## config.mk

```make
export PLATFORM = sky130hd
export DESIGN_NAME = iir_bandpass_two_pole_core
export DESIGN_NICKNAME = d
export VERILOG_FILES = /design/src/rtl/core/iirbp_pkg.sv /design/src/rtl/core/iir_bandpass_two_pole_core.sv /design/src/rtl/core/iirbp_coef.sv /design/src/rtl/core/iirbp_datapath.sv
export SDC_FILE = /design/constraint.sdc
export NUM_CORES = 2
export LEC_CHECK = 0
export BUFFER_PORTS_ARGS = -buffer_cell sky130_fd_sc_hd__buf_2
export CORE_MARGIN = 10
export CORE_UTILIZATION = 45
export DETAILED_ROUTE_END_ITERATION = 12
export GPL_ROUTABILITY_DRIVEN = 1
export HOLD_SLACK_MARGIN = 0.06
export PLACE_DENSITY = 0.71
export RECOVER_POWER = 100
export SETUP_SLACK_MARGIN = 0.1
export SLEW_MARGIN = 10
export SYNTH_ARGS = -nofsm -noshare
export SYNTH_HDL_FRONTEND = slang
export SYNTH_SLANG_ARGS = --single-unit
```

## constraint.sdc

```tcl
create_clock -name clk -period 17.5 [get_ports clk]
set_input_delay 3.5 -clock clk [delete_from_list [all_inputs] [get_ports clk]]
set_output_delay 3.5 -clock clk [all_outputs]
set_load 0.005 [all_outputs]
```

## src/rtl/core/iirbp_pkg.sv

```systemverilog
// types and fixed constants of the two-pole band-pass filter
package iirbp_pkg;

	localparam int CUTOFF_W  = 16;
	localparam int COEF_W    = 16;
	localparam int FRAC_BITS = 14;

	localparam logic [CUTOFF_W-1:0] CUTOFF_RESET = 16'h8000;
	localparam logic [CUTOFF_W-1:0] BYPASS_ABOVE = 16'd32735;

	// 1.8647010906 and -0.8667884395 in Q2.14
	localparam logic signed [COEF_W-1:0] COEF_A = 16'sd30551;
	localparam logic signed [COEF_W-1:0] COEF_B = -16'sd14201;

	// feedback coefficient: A + floor((FB_HALF - FB_SLOPE * cutoff) / 163840)
	localparam int SLOPE_W = 17;
	localparam int PROD_W  = SLOPE_W + CUTOFF_W;
	localparam logic [SLOPE_W-1:0] FB_SLOPE = 17'd91653;
	localparam logic signed [PROD_W+1:0] FB_HALF = 35'sd81920;
	// 163840 = 32768 * 5: shift by 15, then divide by 5 via reciprocal
	localparam int DEN_SHIFT = 15;
	localparam int QUOT_W    = 18;
	localparam logic [QUOT_W-1:0] DIV5_OFFSET = 18'd200000;
	// A minus the 40000 that the offset adds to the quotient
	localparam logic signed [COEF_W-1:0] DIV5_OFFSET_Q = COEF_W'(int'(COEF_A) - 40000);
	localparam int RECIP_W     = 19;
	localparam int RECIP_SHIFT = 21;
	localparam logic [RECIP_W-1:0] RECIP5 = 19'd419431;

	typedef struct packed {
		logic                       busy;
		logic                       bypass;
		logic signed [COEF_W-1:0]   fb;
	} coef_t;

endpackage

```

## src/rtl/core/iir_bandpass_two_pole_core.sv

```systemverilog
// Two-pole band-pass filter core. One sample item is accepted per clock unless src_stall holds
// the input, and the filtered (or, with cutoff above 32735, passed-through) sample reaches the
// output through an input register and an output register; the whole recurrence, with its two
// parallel multiplies, sits between them, so throughput is one item per cycle while nothing
// stalls. A write to the cutoff register stalls the input for the write cycle and while the
// feedback coefficient is rebuilt by its two registered multiply stages.
module iir_bandpass_two_pole_core #(
	parameter int SAMPLE_WIDTH = 16,
	parameter int STATE_WIDTH  = 20
) (
	input  logic                           clk,
	input  logic                           arst_n,
	input  logic                           src_valid,
	output logic                           src_stall,
	input  logic signed [SAMPLE_WIDTH-1:0] sample_in,
	output logic                           dst_valid,
	input  logic                           dst_stall,
	output logic signed [SAMPLE_WIDTH-1:0] sample_out,
	input  logic                           cfg_we,
	input  logic [iirbp_pkg::CUTOFF_W-1:0] cfg_wdata
);

	iirbp_pkg::coef_t              coef;
	logic                          valid_s1;
	logic signed [SAMPLE_WIDTH-1:0] x_s1;
	logic                          dst_valid_q;
	logic signed [SAMPLE_WIDTH-1:0] sample_out_q;
	logic signed [SAMPLE_WIDTH-1:0] y_filt;
	logic                          advance;
	logic                          src_take;

	iirbp_coef u_coef (
		.clk       (clk),
		.arst_n    (arst_n),
		.cfg_we    (cfg_we),
		.cfg_wdata (cfg_wdata),
		.coef      (coef)
	);

	iirbp_datapath #(
		.SAMPLE_WIDTH (SAMPLE_WIDTH),
		.STATE_WIDTH  (STATE_WIDTH)
	) u_datapath (
		.clk    (clk),
		.arst_n (arst_n),
		.update (advance && valid_s1 && !coef.bypass),
		.x      (x_s1),
		.fb     (coef.fb),
		.y_out  (y_filt)
	);

	// output register empty or draining this cycle
	assign advance   = !dst_valid_q || !dst_stall;
	assign src_stall = coef.busy || (valid_s1 && !advance);
	assign src_take  = src_valid && !src_stall;

	always_ff @(posedge clk or negedge arst_n) begin
		if (!arst_n) begin
			valid_s1    <= 1'b0;
			dst_valid_q <= 1'b0;
		end else begin
			if (advance) begin
				dst_valid_q <= valid_s1;
			end
			if (src_take) begin
				valid_s1 <= 1'b1;
			end else if (advance) begin
				valid_s1 <= 1'b0;
			end
		end
	end

	always_ff @(posedge clk) begin
		if (src_take) begin
			x_s1 <= sample_in;
		end
		if (advance && valid_s1) begin
			sample_out_q <= coef.bypass ? x_s1 : y_filt;
		end
	end

	assign dst_valid  = dst_valid_q;
	assign sample_out = sample_out_q;

endmodule

```

## src/rtl/core/iirbp_coef.sv

```systemverilog
// cutoff register and two-stage feedback coefficient pipeline
module iirbp_coef (
	input  logic                           clk,
	input  logic                           arst_n,
	input  logic                           cfg_we,
	input  logic [iirbp_pkg::CUTOFF_W-1:0] cfg_wdata,
	output iirbp_pkg::coef_t               coef
);

	logic [iirbp_pkg::CUTOFF_W-1:0]        cutoff_q;
	logic [1:0]                            busy_q;
	logic [iirbp_pkg::PROD_W-1:0]          prod_s1;
	logic signed [iirbp_pkg::COEF_W-1:0]   fb_s2;
	logic signed [iirbp_pkg::PROD_W+1:0]   num;
	logic signed [iirbp_pkg::PROD_W+1-iirbp_pkg::DEN_SHIFT:0] num_hi;
	logic [iirbp_pkg::QUOT_W-1:0]          num_off;
	logic [iirbp_pkg::QUOT_W+iirbp_pkg::RECIP_W-1:0] quot_full;
	logic signed [iirbp_pkg::COEF_W-1:0]   quot;

	always_ff @(posedge clk or negedge arst_n) begin
		if (!arst_n) begin
			cutoff_q <= iirbp_pkg::CUTOFF_RESET;
			busy_q   <= 2'd0;
		end else begin
			if (cfg_we) begin
				cutoff_q <= cfg_wdata;
				busy_q   <= 2'd2;
			end else if (busy_q != 2'd0) begin
				busy_q <= busy_q - 2'd1;
			end
		end
	end

	// floor division by 163840 after the slope product
	always_comb begin
		num       = iirbp_pkg::FB_HALF - $signed({2'b00, prod_s1});
		num_hi    = num[iirbp_pkg::PROD_W+1:iirbp_pkg::DEN_SHIFT];
		num_off   = iirbp_pkg::QUOT_W'(num_hi) + iirbp_pkg::DIV5_OFFSET;
		quot_full = {{iirbp_pkg::RECIP_W{1'b0}}, num_off}
			* {{iirbp_pkg::QUOT_W{1'b0}}, iirbp_pkg::RECIP5};
		quot      = $signed(iirbp_pkg::COEF_W'(quot_full >> iirbp_pkg::RECIP_SHIFT));
	end

	always_ff @(posedge clk) begin
		prod_s1 <= {{iirbp_pkg::CUTOFF_W{1'b0}}, iirbp_pkg::FB_SLOPE}
			* {{iirbp_pkg::SLOPE_W{1'b0}}, cutoff_q};
		fb_s2   <= quot + iirbp_pkg::DIV5_OFFSET_Q;
	end

	assign coef.busy   = cfg_we || (busy_q != 2'd0);
	assign coef.bypass = cutoff_q > iirbp_pkg::BYPASS_ABOVE;
	assign coef.fb     = fb_s2;

endmodule

```

## src/rtl/core/iirbp_datapath.sv

```systemverilog
// filter recurrence, history registers and saturation
module iirbp_datapath #(
	parameter int SAMPLE_WIDTH = 16,
	parameter int STATE_WIDTH  = 20
) (
	input  logic                                  clk,
	input  logic                                  arst_n,
	input  logic                                  update,
	input  logic signed [SAMPLE_WIDTH-1:0]        x,
	input  logic signed [iirbp_pkg::COEF_W-1:0]   fb,
	output logic signed [SAMPLE_WIDTH-1:0]        y_out
);

	localparam int XS_W  = SAMPLE_WIDTH - 2;
	localparam int PW    = STATE_WIDTH + iirbp_pkg::COEF_W;
	localparam int ACC_A = STATE_WIDTH + 18;
	localparam int ACC_B = SAMPLE_WIDTH + 15;
	localparam int ACC_W = (ACC_A > ACC_B) ? ACC_A : ACC_B;
	localparam int RW    = ACC_W - iirbp_pkg::FRAC_BITS;
	localparam logic signed [ACC_W-1:0] ROUND_HALF = ACC_W'(1) <<< (iirbp_pkg::FRAC_BITS - 1);

	logic signed [XS_W-1:0]        xh0_q, xh1_q;
	logic signed [STATE_WIDTH-1:0] yh0_q, yh1_q;
	logic signed [XS_W-1:0]        xs;
	logic signed [XS_W:0]          diff;
	logic signed [PW-1:0]          prod_b, prod_f;
	logic signed [ACC_W-1:0]       acc;
	logic signed [RW-1:0]          r;
	logic signed [STATE_WIDTH-1:0] y;
	logic                          r_fits;

	always_comb begin
		xs     = x[SAMPLE_WIDTH-1:2];
		diff   = $signed({xs[XS_W-1], xs}) - $signed({xh0_q[XS_W-1], xh0_q});
		prod_b = PW'(iirbp_pkg::COEF_B) * PW'(yh0_q);
		prod_f = PW'(fb) * PW'(yh1_q);
		acc    = (ACC_W'(diff) <<< iirbp_pkg::FRAC_BITS) + ACC_W'(prod_b)
			+ ACC_W'(prod_f) + ROUND_HALF;
		r      = acc[ACC_W-1:iirbp_pkg::FRAC_BITS];
		r_fits = (&r[RW-1:STATE_WIDTH-1]) || !(|r[RW-1:STATE_WIDTH-1]);
		if (r_fits) begin
			y = r[STATE_WIDTH-1:0];
		end else if (r[RW-1]) begin
			y = {1'b1, {(STATE_WIDTH-1){1'b0}}};
		end else begin
			y = {1'b0, {(STATE_WIDTH-1){1'b1}}};
		end
	end

	generate
		if (SAMPLE_WIDTH >= STATE_WIDTH) begin : g_out_wide
			assign y_out = SAMPLE_WIDTH'(y);
		end else begin : g_out_narrow
			logic y_fits;
			assign y_fits = (&y[STATE_WIDTH-1:SAMPLE_WIDTH-1])
				|| !(|y[STATE_WIDTH-1:SAMPLE_WIDTH-1]);
			assign y_out = y_fits ? y[SAMPLE_WIDTH-1:0]
				: (y[STATE_WIDTH-1] ? {1'b1, {(SAMPLE_WIDTH-1){1'b0}}}
				: {1'b0, {(SAMPLE_WIDTH-1){1'b1}}});
		end
	endgenerate

	always_ff @(posedge clk or negedge arst_n) begin
		if (!arst_n) begin
			xh0_q <= '0;
			xh1_q <= '0;
			yh0_q <= '0;
			yh1_q <= '0;
		end else if (update) begin
			xh0_q <= xh1_q;
			xh1_q <= xs;
			yh0_q <= yh1_q;
			yh1_q <= y;
		end
	end

endmodule

```

* Yosys cells after proc, flatten, opt, wreduce, memory -nomap -nowiden *
Index checks and enable logic that the tools add are counted.

storage, ports and cells
  bits in registers = 169
  input port bits = 37
  output and inout bits = 18
  logic and storage cells = 57

operators by class
  $add $sub $neg = 8
  multipliers = 4
  magnitude comparators = 1
  mux-type cells = 9
  reductions and logical operators = 23

operator list
  kind                                                                     count
  16-bit two-way mux                                                       3
  20-bit two-way mux                                                       2
  38-bit by 15-bit adder with 38-bit output (second input constant)        1
  36-bit by 36-bit adder with 37-bit output                                1
  18-bit by 19-bit multiplier with 37-bit output (second input constant)   1
  29-bit by 35-bit adder with 36-bit output                                1
  16-bit by 20-bit multiplier with 36-bit output                           1
  15-bit by 20-bit multiplier with 35-bit output (first input constant)    1
  17-bit by 16-bit multiplier with 33-bit output (first input constant)    1
  17-bit by 33-bit subtractor with 33-bit output (first input constant)    1
  18-bit adder (second input constant)                                     1
  16-bit by 15-bit adder with 16-bit output (second input constant)        1
  16-bit by 15-bit > comparator with 1-bit output (second input constant)  1
  14-bit by 14-bit subtractor with 15-bit output                           1
  5-bit AND reduction                                                      2
  5-bit OR reduction                                                       2
  1-bit zero test                                                          7
  2-bit nonzero test                                                       3
  1-bit logical OR                                                         5
  1-bit logical AND                                                        4
  2-bit two-way mux                                                        2
  1-bit two-way mux                                                        2
  2-bit by 1-bit subtractor with 2-bit output (second input constant)      1

* Logic depth before layout (Yosys ltp) *
  depth in word-level cells = 13
  gate-level depth with buffers = 47
  mapped depth without buffers = 46

* By module *
A second synthesis with hierarchy kept.

unflattened totals
  cells, all modules = 3499
  area, all modules = 33833.7 sq um

by module, submodules not included
  module                      times used  cells each  area an instance (sq um)  sequential area each (sq um)
  iirbp_datapath              1           2249        20833.7                   1701.6
  iirbp_coef                  1           1190        11692.5                   1432.6
  iir_bandpass_two_pole_core  1           60          1307.5                    1011.0

* Worst setup path after synthesis *
No wires, ideal clock.

  kind = register -> register
  start = reg u_datapath.xh0_q[0]
  end = reg sample_out_q[10] (netlist: sample_out[10]), data pin
  setup time = 0.291 ns
  data arrival time = 10.070 ns
  data required time = 17.209 ns
  setup slack = 7.139 ns
  cell stages (with the launch flop) = 46
  path buffers = 1
  cells stage by stage = dfrtp_1 -> ha_1 -> fa_1 -> nor2b_1 -> o21ai_0 -> a21boi_0 -> o21ai_0 -> a21boi_0 -> o21ai_0 -> nand2b_1 -> nand2_1 -> nand2_1 -> a21o_1 -> a21oi_1 -> o21bai_1 -> a211oi_1 -> mux2_2 -> ha_1 -> [... 10 more ...] -> inv_1 -> fa_1 -> inv_1 -> ha_1 -> o21a_1 -> o21a_1 -> o21ai_0 -> mux2_2 -> nand4_1 -> nand3_1 -> or2_2 -> o41ai_1 -> or3_1 -> nor4_2 -> nor3_4 -> o21ba_4 -> buf_6 -> a311oi_2

on the way
  longest elaborated chain between the ends = 13

ends and longest elaborated chain
  element                                           RTL line                          RTL
  from (decl)                                       iirbp_datapath.sv:22              logic signed [XS_W-1:0] xh0_q, xh1_q;
  from (signal assigned)                            iirbp_datapath.sv:70              xh0_q <= xh1_q;
  14-bit by 14-bit subtractor with 15-bit output *  iirbp_datapath.sv:34              diff = $signed({xs[XS_W-1], xs}) - $signed({xh0_q[XS_W-1], xh0_q});
  29-bit by 35-bit adder with 36-bit output *       iirbp_datapath.sv:37              acc = (ACC_W'(diff) <<< iirbp_pkg::FRAC_BITS) + ACC_W'(prod_b)
  36-bit by 36-bit adder with 37-bit output *       iirbp_datapath.sv:38              + ACC_W'(prod_f) + ROUND_HALF;
  38-bit by 15-bit adder with 38-bit output *       iirbp_datapath.sv:38
  5-bit OR reduction                                iirbp_datapath.sv:40              r_fits = (&r[RW-1:STATE_WIDTH-1]) || !(|r[RW-1:STATE_WIDTH-1]);
  1-bit zero test                                   iirbp_datapath.sv:40
  1-bit logical OR                                  iirbp_datapath.sv:40
  20-bit two-way mux *                              iirbp_datapath.sv:41              if (r_fits) begin
  5-bit OR reduction                                iirbp_datapath.sv:56              || !(|y[STATE_WIDTH-1:SAMPLE_WIDTH-1]);
  1-bit zero test                                   iirbp_datapath.sv:56
  1-bit logical OR                                  iirbp_datapath.sv:56
  16-bit two-way mux *                              iirbp_datapath.sv:57              assign y_out = y_fits ? y[SAMPLE_WIDTH-1:0]
  16-bit two-way mux *                              iir_bandpass_two_pole_core.sv:78  sample_out_q <= coef.bypass ? x_s1 : y_filt;
  to (signal assigned)                              iir_bandpass_two_pole_core.sv:78
  to (decl)                                         iir_bandpass_two_pole_core.sv:27  logic signed [SAMPLE_WIDTH-1:0] sample_out_q;

Mark *: on every way between the ends. The rest lies on a longest branch, timed or not.
A chain may end at the register's enable or synchronous reset.

* Worst setup path in the final report *
  start = reg x_s1[2]
  end = reg sample_out_q[14] (netlist: sample_out[14]), data pin

on the way
  longest elaborated chain between the ends = 13

ends and longest elaborated chain
  element                                           RTL line                          RTL
  from (decl)                                       iir_bandpass_two_pole_core.sv:25  logic signed [SAMPLE_WIDTH-1:0] x_s1;
  from (signal assigned)                            iir_bandpass_two_pole_core.sv:75  x_s1 <= sample_in;
  14-bit by 14-bit subtractor with 15-bit output *  iirbp_datapath.sv:34
  29-bit by 35-bit adder with 36-bit output *       iirbp_datapath.sv:37
  36-bit by 36-bit adder with 37-bit output *       iirbp_datapath.sv:38
  38-bit by 15-bit adder with 38-bit output *       iirbp_datapath.sv:38
  5-bit OR reduction                                iirbp_datapath.sv:40
  1-bit zero test                                   iirbp_datapath.sv:40
  1-bit logical OR                                  iirbp_datapath.sv:40
  20-bit two-way mux *                              iirbp_datapath.sv:41
  5-bit OR reduction                                iirbp_datapath.sv:56
  1-bit zero test                                   iirbp_datapath.sv:56
  1-bit logical OR                                  iirbp_datapath.sv:56
  16-bit two-way mux *                              iirbp_datapath.sv:57
  16-bit two-way mux *                              iir_bandpass_two_pole_core.sv:78

Marked as above.

==> results.txt <==
----------------------------------------------------
[Synthesis]
  Number of warnings reported in the yosys synthesis log ... 0
  Most frequent cell after synthesis ... sky130_fd_sc_hd__inv_1
  Number of library cell types mapped by synthesis ... 82
  Leading area contributor after synthesis ... sky130_fd_sc_hd__fa_1
  Post-synthesis async set-or-reset flop share ... 52.1%
  Cell area after synthesis ... 34000 sq um
  Biggest area contributors in the synthesized netlist ... sky130_fd_sc_hd__fa_1 (36%), sky130_fd_sc_hd__ha_1 (17%), sky130_fd_sc_hd__inv_1 (10%)
  Synthesized flop and latch total ... 169
  Predominant post-synthesis flop cell ... sky130_fd_sc_hd__dfrtp_1
  Synth top cells by count ... sky130_fd_sc_hd__inv_1 (909), sky130_fd_sc_hd__fa_1 (620), sky130_fd_sc_hd__ha_1 (458), sky130_fd_sc_hd__nand2_1 (265), sky130_fd_sc_hd__and2_1 (169)
  Portion of the post-synthesis area used by sequential elements ... 12.2%
  Number of enable-type register cells in the synthesized netlist ... 32
  Syn Nets ... 4640
  Number of cells produced by synthesis ... 3525
  Portion of synthesized cell area occupied by the leading cell type ... 36.5%
  Average cell area after synthesis ... 9.65 sq um

[Critical path]
  Data arrival time of the critical path ... 13910 ps
  CP max FO ... 19
  Master of the slowest instance on the critical path ... sky130_fd_sc_hd__nor3_1
  Launching element type of the critical path ... flip-flop
  Peak per-stage delay on the critical path ... 1620 ps
  Sort of element at the end of the critical path ... flip-flop
  Required time at the worst-slack endpoint ... 17790 ps
  Classification of the worst setup path ... flip-flop to flip-flop
  CP most frequent cell ... sky130_fd_sc_hd__fa_1

[GRT]
  Overall overflow remaining after global route ... 0
  Total global routing track utilization ... 19.1%
  Vias in the first global route ... 24900
  Antenna violations before repair ... 3
  Maximum number of pins on one net before global-route repair ... 80
  First-pass GRT wire length ... 132000 um

[Timing]
  Crit share post-route ... 77.8%
  Worst slew margin relative to its limit ... -156%
  Final clock skew ... 23.3 ps
  Final slew viol count ... 169
  Total count of hold-check failures in the final report ... 0
  Max Clk Rate ... 0.0734 GHz
  Slew of the pin with the lowest slew margin ... 3850 ps
  Setup repair after global routing missed its margin ... no
  Post-route setup TNS ... 0 ps
  Time the final worst path needs with I/O delays and setup ... 13620 ps
  Final count of negative-setup-slack endpoints ... 0

[CTS]
  TritonCTS sink count ... 169
  Root buf cell ... sky130_fd_sc_hd__clkbuf_16
  TritonCTS clock tree ... yes
  Clk slew on worst S/H paths ... 80 ps
  Hold Buf Count CTS ... 0
  Number of H-tree levels ... 4
  # Post-CTS Setup Buffers ... 0
  Number of buffers on the longest clock path ... 2
  Skew-Pair Late Insertion Delay ... 490 ps
  Post-cts sizing count ... 0
  Number of CTS-inserted buffers ... 17

[Floorplanning]
  Top Ports ... 55
  Die outline width ... 295 um
  Starting density of the core ... 45.5%
  Die ar. ... 87000 sq um
  Area of the core region ... 74700 sq um
  Y dimension of the die ... 295 um
  Core Rows ... 100

[Routing]
  Drt drc ... 0
  DRT Pass-1 Iters ... 5
  Overall routed net length ... 78900 um
  Via/cell ratio ... 5.13
  Detailed router's first-iteration violation count ... 1432
  Final ANT Viol Nets ... 0
  Via count ... 23200
  Wire length per cell after detailed routing ... 17.5 um

[Placed design]
  DPL Wire Length ... 68000 um
  Routability congestion estimate ... 0.924
  Number of buffers added on ports ... 54

[Outcome]
  Result of the run ... finished with violations
  Violated checks ... capacitance limit, slew limit

[Finish]
  Antenna diode count ... 0
  Proportion of layout cells with a drive suffix above 1 ... 5.19%
  Synth-to-layout area growth ... 5.36%
  Number of fill cells ... 6782
  Final nets ... 4649

[Flow run]
  # Max-Cap Violations ... 3

[Worst hold path]
  Path class of the lowest-slack min-delay path ... flip-flop to flip-flop

----------------------------------------------------
[state kept, by name (all words and copies together), names as in the netlist]
register	flops
valid_s1	1
u_datapath.yh0_q	20
u_datapath.yh1_q	20
u_datapath.xh1_q	14
x_s1	16
dst_valid	1
u_coef.busy_q	2
u_coef.cutoff_q	16
u_coef.fb_s2	16
u_coef.prod_s1	33
u_datapath.xh0_q	14
sample_out	16
[through the flow]
stage	worst slack [ps]	util, %	instances	instance area [sq um]	hold slack, ps
6_report	3880	48.0	4516	35800	487
5_1_grt	2790	48.0	4516	35800	513
4_1_cts	5480	48.1	4516	35900	492
3_5_place_dp	5560	47.3	4484	35400	468
3_3_place_gp	5870	47.3	4484	35400	463
2_1_floorplan	7140	-	3525	34000	446
[metal layers]
layer,GRT usage [%],routed length (um)
met2,30.2,35600
met5,0,13
met4,4.04,1330
met1,26.2,35200
met3,4.99,6790
[worst paths after layout]
path | startpoint | end | slack (ps) | cells past startpoint
min | u_datapath.xh1_q[13] | u_datapath.xh1_q[13] | 490 | 2
min in group asynchronous | arst_n | u_datapath.yh0_q[12] | 3340 | 1
max in group asynchronous | arst_n | u_datapath.yh1_q[13] | 9850 | 2
max | x_s1[2] | sample_out[14] | 3880 | 45
max reg2reg | x_s1[2] | sample_out[14] | 3880 | 45
min reg2reg | u_datapath.xh1_q[13] | u_datapath.xh1_q[13] | 490 | 2
[logic make-up after synthesis]
kind of cell,synth area share (%)
DFF,12.2
muxes,2.23
adders and majority gates,53.3
xor gates and xnor gates,3.53
buffers and inverters,11.1
and+or+nand+nor,10.8
AOI/OAI and AO/OA,6.79
[worst max-delay path, delay by kind of cell (launching register included)]
kind / cells / cell delay [ps]
buf+inv: 7 / 610
fa+ha+maj: 11 / 4770
mux: 2 / 710
simple gates: 11 / 3850
flops: 1 / 360
compound gates: 14 / 3130
[cells in the final DEF (no fill, tap or decap), drive strengths merged, types with 42 or more instances in the layout]
master and count:
dfrtp 87, xnor2 88, xor2 49, clkbuf 42, inv 915, nor2 121, buf 55, mux2 55
ha 458, fa 620, o21ai 78, a21oi 64, and2 169, nand2 265, dfxtp 49
[area by class of cell]
class	count	area (sq um)	share of cell area [%]
well taps	969	1210	3.38
repair buffers	80	427	1.19
multi-input cells	2356	26100	72.7
clock buffers	17	425	1.19
clock inverters	15	159	0.443
inverters	910	3420	9.53
flip-flops and latches	169	4150	11.6
Power is left out: the tool's default activity adds up to more than one toggle a clock period on the data nets, which glitch-free logic cannot reach.
